--- src/rtl/sorted_list_table_top_defines.svh ---
// ----------------------------------------------------------------------------
// sorted list table assertion macros
// shared concurrent assertion forms, sampled on clk and disabled in reset
// ----------------------------------------------------------------------------
`ifndef SORTED_LIST_TABLE_TOP_DEFINES_SVH
`define SORTED_LIST_TABLE_TOP_DEFINES_SVH

// same-cycle implication
`define SLT_ASSERT_NOW(label, ante, cons, msg) \
  label: assert property (@(posedge clk) disable iff (rst) (ante) |-> (cons)) \
    else $error(msg);

// next-cycle implication
`define SLT_ASSERT_NEXT(label, ante, cons, msg) \
  label: assert property (@(posedge clk) disable iff (rst) (ante) |=> (cons)) \
    else $error(msg);

`endif

--- src/rtl/sltab_pkg.sv ---
// ----------------------------------------------------------------------------
// sltab_pkg
// word types, operation and status codes, controller/datapath interface
// ----------------------------------------------------------------------------
package sltab_pkg;

  // operation codes
  localparam logic [1:0] MODE_INSERT = 2'd0;
  localparam logic [1:0] MODE_SEARCH = 2'd1;
  localparam logic [1:0] MODE_DELETE = 2'd2;
  localparam logic [1:0] MODE_DUMP   = 2'd3;

  // status codes
  localparam logic [2:0] ST_DONE     = 3'd0;
  localparam logic [2:0] ST_FOUND    = 3'd1;
  localparam logic [2:0] ST_NOTFOUND = 3'd2;
  localparam logic [2:0] ST_FULL     = 3'd3;
  localparam logic [2:0] ST_ELEM     = 3'd4;
  localparam logic [2:0] ST_EMPTY    = 3'd5;

  typedef struct packed {
    logic [1:0]         mode;
    logic signed [31:0] operand_value;
  } in_word_t;

  typedef struct packed {
    logic [2:0]         status;
    logic signed [31:0] result_value;
    logic               last;
  } out_word_t;

  // read address relative to the walk index
  typedef enum logic [1:0] {
    RD_IDX_M1 = 2'd0,
    RD_IDX    = 2'd1,
    RD_IDX_P1 = 2'd2
  } rd_sel_t;

  // table write data source
  typedef enum logic {
    WR_OPERAND = 1'b0,
    WR_RDATA   = 1'b1
  } wr_sel_t;

  // result value source
  typedef enum logic [1:0] {
    VAL_OPERAND = 2'd0,
    VAL_RDATA   = 2'd1,
    VAL_ZERO    = 2'd2
  } val_sel_t;

  typedef struct packed {
    logic       load;
    logic       idx_from_count;
    logic       idx_inc;
    logic       idx_dec;
    logic       rd_en;
    rd_sel_t    rd_sel;
    logic       wr_en;
    wr_sel_t    wr_sel;
    logic       cnt_inc;
    logic       cnt_dec;
    logic       emit;
    logic [2:0] emit_status;
    val_sel_t   val_sel;
    logic       emit_last;
  } ctl_t;

  typedef struct packed {
    logic full;
    logic idx_zero;
    logic idx_at_count;
    logic idx_next_last;
    logic rd_less;
    logic rd_equal;
  } sts_t;

endpackage

--- src/rtl/sorted_list_table_top.sv ---
// ----------------------------------------------------------------------------
// sorted_list_table_top
// ascending table of signed 32-bit values with insert, search, delete, dump
// ----------------------------------------------------------------------------
// Usage:
//   A command word (mode, operand_value) is taken on a clock edge where start
//   is high and busy is low; busy stays high while the operation runs.
//   Results come out on response, each word valid for one cycle with strobe
//   high; there is no back-pressure. Insert, search and delete give one word;
//   dump gives one word per entry (or one empty word), last on the final one.
//   Each entry touched takes a ram read, then an evaluate/write step. busy
//   drops in the cycle the final word is shown, so the next command can
//   start then.
//   Reset empties the table (count to zero); the ram is not cleared, since
//   only counted entries are ever read.
// ----------------------------------------------------------------------------
module sorted_list_table_top import sltab_pkg::*; #(
  parameter int DEPTH = 16
) (
  input  logic      clk,
  input  logic      rst,
  input  logic      start,
  output logic      busy,
  input  in_word_t  command,
  output logic      strobe,
  output out_word_t response
);

  ctl_t ctl;
  sts_t sts;

  // operation sequencer
  sltab_ctrl u_ctrl (
    .clk   (clk),
    .rst   (rst),
    .start (start),
    .mode  (command.mode),
    .sts   (sts),
    .ctl   (ctl),
    .busy  (busy)
  );

  // table storage and result path
  sltab_datapath #(
    .DEPTH (DEPTH)
  ) u_datapath (
    .clk      (clk),
    .rst      (rst),
    .command  (command),
    .ctl      (ctl),
    .sts      (sts),
    .strobe   (strobe),
    .response (response)
  );

endmodule

--- src/rtl/sltab_ram.sv ---
// ----------------------------------------------------------------------------
// sltab_ram
// simple dual-port ram, one write port, one registered read port
// ----------------------------------------------------------------------------
module sltab_ram #(
  parameter int WIDTH = 32,
  parameter int DEPTH = 16,
  parameter int AW    = (DEPTH > 1) ? $clog2(DEPTH) : 1
) (
  input  logic             clk,
  input  logic             wr_en,
  input  logic [AW-1:0]    wr_addr,
  input  logic [WIDTH-1:0] wr_data,
  input  logic             rd_en,
  input  logic [AW-1:0]    rd_addr,
  output logic [WIDTH-1:0] rd_data
);

  logic [WIDTH-1:0] mem [DEPTH];

  // write port
  always_ff @(posedge clk) begin
    if (wr_en) begin
      mem[wr_addr] <= wr_data;
    end
  end

  // registered read port
  always_ff @(posedge clk) begin
    if (rd_en) begin
      rd_data <= mem[rd_addr];
    end
  end

endmodule

--- src/rtl/sltab_datapath.sv ---
// ----------------------------------------------------------------------------
// sltab_datapath
// operand, walk index and entry count registers, table ram, result register
// ----------------------------------------------------------------------------
`include "sorted_list_table_top_defines.svh"

module sltab_datapath import sltab_pkg::*; #(
  parameter int DEPTH = 16
) (
  input  logic      clk,
  input  logic      rst,
  input  in_word_t  command,
  input  ctl_t      ctl,
  output sts_t      sts,
  output logic      strobe,
  output out_word_t response
);

  localparam int AW = (DEPTH > 1) ? $clog2(DEPTH) : 1;
  localparam int CW = $clog2(DEPTH + 1);

  logic signed [31:0] operand;
  logic [CW-1:0]      idx;
  logic [CW-1:0]      count;
  logic [CW-1:0]      rd_idx;
  logic [AW-1:0]      rd_addr;
  logic [31:0]        wr_data;
  logic [31:0]        rd_data;
  logic signed [31:0] result_value_next;

  // operand latch
  always_ff @(posedge clk) begin
    if (ctl.load) begin
      operand <= command.operand_value;
    end
  end

  // walk index
  always_ff @(posedge clk) begin
    if (rst) begin
      idx <= '0;
    end else if (ctl.load) begin
      idx <= ctl.idx_from_count ? count : '0;
    end else if (ctl.idx_inc) begin
      idx <= idx + 1'b1;
    end else if (ctl.idx_dec) begin
      idx <= idx - 1'b1;
    end
  end

  // entry count
  always_ff @(posedge clk) begin
    if (rst) begin
      count <= '0;
    end else if (ctl.cnt_inc) begin
      count <= count + 1'b1;
    end else if (ctl.cnt_dec) begin
      count <= count - 1'b1;
    end
  end

  // read address select
  always_comb begin
    case (ctl.rd_sel)
      RD_IDX_M1: rd_idx = idx - 1'b1;
      RD_IDX_P1: rd_idx = idx + 1'b1;
      default:   rd_idx = idx;
    endcase
  end

  assign rd_addr = rd_idx[AW-1:0];
  assign wr_data = (ctl.wr_sel == WR_RDATA) ? rd_data : operand;

  sltab_ram #(
    .WIDTH (32),
    .DEPTH (DEPTH),
    .AW    (AW)
  ) u_ram (
    .clk     (clk),
    .wr_en   (ctl.wr_en),
    .wr_addr (idx[AW-1:0]),
    .wr_data (wr_data),
    .rd_en   (ctl.rd_en),
    .rd_addr (rd_addr),
    .rd_data (rd_data)
  );

  // status back to the controller
  assign sts.full          = (count == CW'(DEPTH));
  assign sts.idx_zero      = (idx == '0);
  assign sts.idx_at_count  = (idx == count);
  assign sts.idx_next_last = (({1'b0, idx} + 1'b1) == {1'b0, count});
  assign sts.rd_less       = ($signed(rd_data) < operand);
  assign sts.rd_equal      = (rd_data == operand);

  // result value select
  always_comb begin
    case (ctl.val_sel)
      VAL_RDATA: result_value_next = $signed(rd_data);
      VAL_ZERO:  result_value_next = '0;
      default:   result_value_next = operand;
    endcase
  end

  // result strobe
  always_ff @(posedge clk) begin
    if (rst) begin
      strobe <= 1'b0;
    end else begin
      strobe <= ctl.emit;
    end
  end

  // result word
  always_ff @(posedge clk) begin
    if (ctl.emit) begin
      response.status       <= ctl.emit_status;
      response.result_value <= result_value_next;
      response.last         <= ctl.emit_last;
    end
  end

  // table writes stay inside the ram
  `SLT_ASSERT_NOW(a_wr_in_range, ctl.wr_en, idx < CW'(DEPTH), "table write beyond depth")
  // entry count never passes the depth
  `SLT_ASSERT_NOW(a_count_range, 1'b1, count <= CW'(DEPTH), "entry count beyond depth")
  // every emit shows up as a strobed word in the next cycle
  `SLT_ASSERT_NEXT(a_strobe_follows, ctl.emit, strobe, "emit without strobe")

endmodule

--- src/rtl/sltab_ctrl.sv ---
// ----------------------------------------------------------------------------
// sltab_ctrl
// operation sequencer: walks the table one entry per read/evaluate pair
// ----------------------------------------------------------------------------
`include "sorted_list_table_top_defines.svh"

module sltab_ctrl import sltab_pkg::*; (
  input  logic       clk,
  input  logic       rst,
  input  logic       start,
  input  logic [1:0] mode,
  input  sts_t       sts,
  output ctl_t       ctl,
  output logic       busy
);

  typedef enum logic [10:0] {
    S_IDLE      = 11'b00000000001,
    S_INS_TEST  = 11'b00000000010,
    S_INS_EVAL  = 11'b00000000100,
    S_SRCH_TEST = 11'b00000001000,
    S_SRCH_EVAL = 11'b00000010000,
    S_FIND_TEST = 11'b00000100000,
    S_FIND_EVAL = 11'b00001000000,
    S_SHFT_TEST = 11'b00010000000,
    S_SHFT_EVAL = 11'b00100000000,
    S_DUMP_TEST = 11'b01000000000,
    S_DUMP_EVAL = 11'b10000000000
  } state_t;

  state_t state;
  state_t state_next;

  // state register
  always_ff @(posedge clk) begin
    if (rst) begin
      state <= S_IDLE;
    end else begin
      state <= state_next;
    end
  end

  assign busy = (state != S_IDLE);

  // next state and datapath commands
  always_comb begin
    state_next      = state;
    ctl             = '0;
    ctl.rd_sel      = RD_IDX;
    ctl.wr_sel      = WR_OPERAND;
    ctl.val_sel     = VAL_OPERAND;
    ctl.emit_status = ST_DONE;
    case (state)
      S_IDLE: begin
        if (start) begin
          ctl.load           = 1'b1;
          ctl.idx_from_count = (mode == MODE_INSERT);
          case (mode)
            MODE_INSERT: state_next = S_INS_TEST;
            MODE_SEARCH: state_next = S_SRCH_TEST;
            MODE_DELETE: state_next = S_FIND_TEST;
            MODE_DUMP:   state_next = S_DUMP_TEST;
            default:     state_next = S_IDLE;
          endcase
        end
      end

      // insert walks down from the top, moving larger and equal entries up by one
      S_INS_TEST: begin
        if (sts.full) begin
          ctl.emit        = 1'b1;
          ctl.emit_status = ST_FULL;
          ctl.emit_last   = 1'b1;
          state_next      = S_IDLE;
        end else if (sts.idx_zero) begin
          ctl.wr_en     = 1'b1;
          ctl.cnt_inc   = 1'b1;
          ctl.emit      = 1'b1;
          ctl.emit_last = 1'b1;
          state_next    = S_IDLE;
        end else begin
          ctl.rd_en  = 1'b1;
          ctl.rd_sel = RD_IDX_M1;
          state_next = S_INS_EVAL;
        end
      end
      S_INS_EVAL: begin
        if (sts.rd_less) begin
          ctl.wr_en     = 1'b1;
          ctl.cnt_inc   = 1'b1;
          ctl.emit      = 1'b1;
          ctl.emit_last = 1'b1;
          state_next    = S_IDLE;
        end else begin
          ctl.wr_en   = 1'b1;
          ctl.wr_sel  = WR_RDATA;
          ctl.idx_dec = 1'b1;
          state_next  = S_INS_TEST;
        end
      end

      // search scans up from the bottom
      S_SRCH_TEST: begin
        if (sts.idx_at_count) begin
          ctl.emit        = 1'b1;
          ctl.emit_status = ST_NOTFOUND;
          ctl.emit_last   = 1'b1;
          state_next      = S_IDLE;
        end else begin
          ctl.rd_en  = 1'b1;
          state_next = S_SRCH_EVAL;
        end
      end
      S_SRCH_EVAL: begin
        if (sts.rd_equal) begin
          ctl.emit        = 1'b1;
          ctl.emit_status = ST_FOUND;
          ctl.emit_last   = 1'b1;
          state_next      = S_IDLE;
        end else begin
          ctl.idx_inc = 1'b1;
          state_next  = S_SRCH_TEST;
        end
      end

      // delete: find the first equal entry, then pull later entries down
      S_FIND_TEST: begin
        if (sts.idx_at_count) begin
          ctl.emit        = 1'b1;
          ctl.emit_status = ST_NOTFOUND;
          ctl.emit_last   = 1'b1;
          state_next      = S_IDLE;
        end else begin
          ctl.rd_en  = 1'b1;
          state_next = S_FIND_EVAL;
        end
      end
      S_FIND_EVAL: begin
        if (sts.rd_equal) begin
          state_next = S_SHFT_TEST;
        end else begin
          ctl.idx_inc = 1'b1;
          state_next  = S_FIND_TEST;
        end
      end
      S_SHFT_TEST: begin
        if (sts.idx_next_last) begin
          ctl.cnt_dec   = 1'b1;
          ctl.emit      = 1'b1;
          ctl.emit_last = 1'b1;
          state_next    = S_IDLE;
        end else begin
          ctl.rd_en  = 1'b1;
          ctl.rd_sel = RD_IDX_P1;
          state_next = S_SHFT_EVAL;
        end
      end
      S_SHFT_EVAL: begin
        ctl.wr_en   = 1'b1;
        ctl.wr_sel  = WR_RDATA;
        ctl.idx_inc = 1'b1;
        state_next  = S_SHFT_TEST;
      end

      // dump streams entries in order, one word per read
      S_DUMP_TEST: begin
        if (sts.idx_at_count) begin
          ctl.emit        = 1'b1;
          ctl.emit_status = ST_EMPTY;
          ctl.val_sel     = VAL_ZERO;
          ctl.emit_last   = 1'b1;
          state_next      = S_IDLE;
        end else begin
          ctl.rd_en  = 1'b1;
          state_next = S_DUMP_EVAL;
        end
      end
      S_DUMP_EVAL: begin
        ctl.emit        = 1'b1;
        ctl.emit_status = ST_ELEM;
        ctl.val_sel     = VAL_RDATA;
        ctl.emit_last   = sts.idx_next_last;
        if (sts.idx_next_last) begin
          state_next = S_IDLE;
        end else begin
          ctl.idx_inc = 1'b1;
          state_next  = S_DUMP_TEST;
        end
      end

      default: begin
        state_next = S_IDLE;
      end
    endcase
  end

  // no table access while idle
  `SLT_ASSERT_NOW(a_idle_quiet, state == S_IDLE,
                  !(ctl.wr_en || ctl.rd_en || ctl.emit), "table access while idle")
  // the final word of an operation returns the sequencer to idle
  `SLT_ASSERT_NEXT(a_last_to_idle, ctl.emit && ctl.emit_last, state == S_IDLE,
                   "no idle after last word")
  // a word that is not last keeps the operation running
  `SLT_ASSERT_NEXT(a_more_busy, ctl.emit && !ctl.emit_last, state != S_IDLE,
                   "idle before last word")

endmodule

--- config.mk ---
export PLATFORM = sky130hd
export DESIGN_NAME = sorted_list_table_top
export DESIGN_NICKNAME = d
export VERILOG_FILES = /design/src/rtl/sltab_pkg.sv /design/src/rtl/sorted_list_table_top.sv /design/src/rtl/sltab_ram.sv /design/src/rtl/sltab_datapath.sv /design/src/rtl/sltab_ctrl.sv
export VERILOG_INCLUDE_DIRS = /design/src /design/src/rtl
export SDC_FILE = /design/constraint.sdc
export NUM_CORES = 1
export LEC_CHECK = 0
export BUFFER_PORTS_ARGS = -buffer_cell sky130_fd_sc_hd__buf_2
export CAP_MARGIN = 20
export CORE_UTILIZATION = 65
export CTS_CLUSTER_SIZE = 16
export DETAILED_ROUTE_END_ITERATION = 7
export PLACE_DENSITY = 0.83
export SLEW_MARGIN = 25
export SYNTH_ARGS = -nofsm -noshare
export SYNTH_HDL_FRONTEND = slang
export SYNTH_SLANG_ARGS = --single-unit
--- constraint.sdc ---
create_clock -name clk -period 12.35 [get_ports clk]
set_clock_uncertainty 0.15 [all_clocks]
set_input_delay 1.8525 -clock clk [delete_from_list [all_inputs] [get_ports clk]]
set_output_delay 1.8525 -clock clk [all_outputs]
set_load 0.01 [all_outputs]
==> results.sh <==
export IMPL_clkTransAtPathRegs_ns=0.06
export IMPL_cts_sinks=634
export IMPL_critical_path_class="register to register"
export IMPL_final_period_minus_worst_setup_slack_ns=5.74
export IMPL_drt_total_wl_um=63600
export IMPL_total_power_mw=4.82
export IMPL_max_clock_path_buffers=3
export IMPL_regArea_sq_mm=0.0188
export IMPL_netlist_area_sq_mm=0.0265
export IMPL_nets=1935
export IMPL_avgViaCountPerCell=6.67
export IMPL_wl_per_cell_um=26.2
export IMPL_fin_tns_setup_ns=0
export IMPL_max_freq_mhz=174
export IMPL_ir_drop_uv=179
export IMPL_grt_max_degree=194
export IMPL_cts_root_buffer="clkbuf_16"
export IMPL_slew_headroom=0.232
export IMPL_syn_nets=1840
export IMPL_dieArea_sq_mm=0.0416
export IMPL_critical_path_required_ns=12.56
export IMPL_cts_resized=0
export IMPL_post_cts_buffers=0
export IMPL_ys_ff_latch=634
export IMPL_worstMarginPinSlew_ns=1.15
export IMPL_layout_area_overhead_vs_synth_pct=12.3
export IMPL_clkPwrFrac=0.391
export IMPL_ant_nets=0
export IMPL_combPwrFrac=0.106
export IMPL_critPathLaunchType="register"
export IMPL_p_sw_mw=1.11
export IMPL_initial_utilization=0.663
export IMPL_crit_path_top_delay_cell="buf_4"
export IMPL_slowest_delay_ns=0.94
export IMPL_avgSynthCellArea_sq_um=15.1
export IMPL_place_gp_congestion=0.896
export IMPL_switching_share=0.231
export IMPL_ys_warn_count=0
export IMPL_worst_path_most_repeated_cell="buf_4"
export IMPL_grt_pass1_wl_um=94500
export IMPL_die_h_um=204
export IMPL_tritoncts="yes"
export IMPL_cts_inserted_buffers=59
export IMPL_p_int_mw=3.71
export IMPL_htree_levels=2
export IMPL_nFillCells=2300
export IMPL_multi_input_area_sq_mm=0.00733
export IMPL_first_pass_iters=6
export IMPL_crit_path_end_kind="register"
export IMPL_synthCells=1760
export IMPL_portBuffers=74
export IMPL_antenna_found_initial=0
export IMPL_num_rows=73
export IMPL_rsz0062_at_grt="false"
export IMPL_power_density_mw_per_mm2=162
export IMPL_overflow=0
export IMPL_arrival_ns=5.95
export IMPL_fp_coreArea_sq_mm=0.0400
export IMPL_min_path_type="register to register"
export IMPL_instances_no_fill=2428
export IMPL_setup_viol=0
export IMPL_hold_viol=0
export IMPL_synth_edf_count=612
export IMPL_drive_above_1_share=0.162
export IMPL_clock_latency_ns=0.63
export IMPL_pre_cts_slack_ns=6.80
export IMPL_synthArstFlopShare=0
export IMPL_yosysSeqAreaShare=0.709
export IMPL_crit_chain="nand2b_1, o211a_1, o31ai_1, a21oi_1, mux2i_1, a21o_4, buf_4, buf_4, mux2_2, o22ai_1, a221o_1"
export IMPL_synth_top_flop_cell="edfxtp_1"
export IMPL_grtUsageTotal=0.309
export IMPL_slew_violations=0
export IMPL_die_w_um=204
export IMPL_num_antenna_cells=0
export IMPL_num_vias=16200
export IMPL_yosysUniqueCellTypes=74
export IMPL_grt_pass1_vias=15900
export IMPL_ctsHoldBuffers=0
export IMPL_dp_cells=2319
export IMPL_layout_setup_ws_ns=6.61
export IMPL_ios=75
export IMPL_status="finished clean"
export IMPL_power_leakage_nw=10.1
export IMPL_maxCapViolations=0
export IMPL_drc=0
export IMPL_post_route_period_util=0.465
export IMPL_path_max_fanout=88
export IMPL_seq_power_share=0.503
export IMPL_drtIter0Drc=2045
export IMPL_hpwl_um=33100
-- flip-flops by register name, summed over array words and instances, names as in the netlist --
name	flops
u_datapath.u_ram.rd_data	32
u_datapath.strobe	1
u_datapath.idx	5
u_datapath.count	5
u_datapath.operand	32
u_ctrl.state	11
u_datapath.u_ram.mem	512
u_datapath.response	36
-- metal layers --
metal / GRT usage / routed length [um] / vias up
li1: - / - / 7020
met1: 0.416 / 24100 / 8030
met2: 0.506 / 31000 / 957
met3: 0.0448 / 6030 / 182
met4: 0.138 / 2460 / 0
met5: 0 / 0 / -
-- metrics by stage --
| step | area, sq um | hold slack [ns] | utilization |
|---|---|---|---|
| final | 29800 | 0.423 | 0.745 |
| after global routing | 29800 | 0.453 | 0.745 |
| after CTS | 29800 | 0.418 | 0.744 |
| after detailed placement | 27800 | 0.401 | 0.694 |
| after global placement | 27800 | 0.394 | 0.694 |
| after floorplan | 26500 | 0.349 | - |
-- critical path, delay by kind of cell, from the launching register on --
family	cells	cell delay (ns)
AOI/OAI and AO/OA	6	1.78
buffers and inverters	2	1.67
DFF	1	0.80
muxes	2	0.56
and+or+nand+nor	1	0.43
-- power by group through the flow --
| stage | registers [mW] | logic (mW) | clock network (mW) |
|---|---|---|---|
| 2_1_floorplan | 2.46 | 0.363 | 0 |
| 3_3_place_gp | 2.47 | 0.476 | 0 |
| 3_5_place_dp | 2.47 | 0.496 | 0 |
| 4_1_cts | 2.42 | 0.503 | 1.90 |
| 5_1_grt | 2.43 | 0.545 | 1.97 |
| 6_report | 2.43 | 0.509 | 1.89 |
-- logic make-up (layout without fill, tap and decap cells) --
group	Yosys count	count (layout)	synth area share
simple gates	379	379	0.0708
mux	199	199	0.0781
buf+inv	142	285	0.0223
compound gates	346	346	0.0935
xor+xnor	17	17	0.00561
flops	634	634	0.709
fa+ha+maj	43	43	0.0206
-- synthesized netlist by cell type (all sizes together) (5+ instances only) --
cell | count | share of area
a21o | 16 | 0.0045
buf | 36 | 0.0073
edfxtp | 612 | 0.69
xnor2 | 12 | 0.0040
inv | 44 | 0.0062
nand4 | 9 | 0.0029
a221o | 32 | 0.012
nor2 | 42 | 0.0059
nor2b | 72 | 0.017
mux2i | 134 | 0.051
nand2 | 181 | 0.026
dfxtp | 22 | 0.017
nor4 | 7 | 0.0025
ha | 42 | 0.020
nand2b | 8 | 0.0019
or3 | 6 | 0.0017
a31oi | 66 | 0.016
mux2 | 65 | 0.028
o21ai | 44 | 0.0083
nand3 | 15 | 0.0028
o22ai | 32 | 0.0075
nor3 | 11 | 0.0021
a21oi | 18 | 0.0034
a22o | 30 | 0.0099
clkbuf | 62 | 0.0088
a211oi | 76 | 0.022
xor2 | 5 | 0.0017
-- layout by cell type, fill, tap and decap left out, drive strengths merged, types with 4 or more instances in the layout --
| master | n |
|---|---|
| edfxtp | 612 |
| nand2 | 181 |
| mux2i | 134 |
| buf | 132 |
| a211oi | 76 |
| nor2b | 72 |
| clkbuf | 69 |
| a31oi | 66 |
| mux2 | 65 |
| inv | 47 |
| o21ai | 44 |
| ha | 42 |
| nor2 | 42 |
| o22ai | 32 |
| a221o | 32 |
| a22o | 30 |
| dfxtp | 22 |
| clkinv | 22 |
| a21oi | 18 |
| a21o | 16 |
| nand3 | 15 |
| xnor2 | 12 |
| bufinv | 11 |
| nor3 | 11 |
| nand4 | 9 |
| nand2b | 8 |
| nor4 | 7 |
| or3 | 6 |
| xor2 | 5 |
| a22oi | 4 |
| clkinvlp | 4 |
| or4 | 4 |
-- path summary, 6_finish.rpt --
check / startpoint / to / slack, ns / cells after the start
setup reg to reg: u_datapath.idx[2] / u_datapath.u_ram.rd_data[15] / 6.61 / 11
hold / removal: u_datapath.count[4] / u_datapath.count[4] / 0.42 / 2
hold reg to reg: u_datapath.count[4] / u_datapath.count[4] / 0.42 / 2
setup / recovery: u_datapath.idx[2] / u_datapath.u_ram.rd_data[15] / 6.61 / 11
-- layout make-up --
cell class | count | share of cell area
clock buffers | 69 | 0.0508
flip-flops and latches | 634 | 0.632
clock inverters | 40 | 0.0164
inverters | 44 | 0.00554
repair buffers | 132 | 0.0275
well taps | 525 | 0.0221
multi-input cells | 984 | 0.246
(Power assumes the default switching activity.)
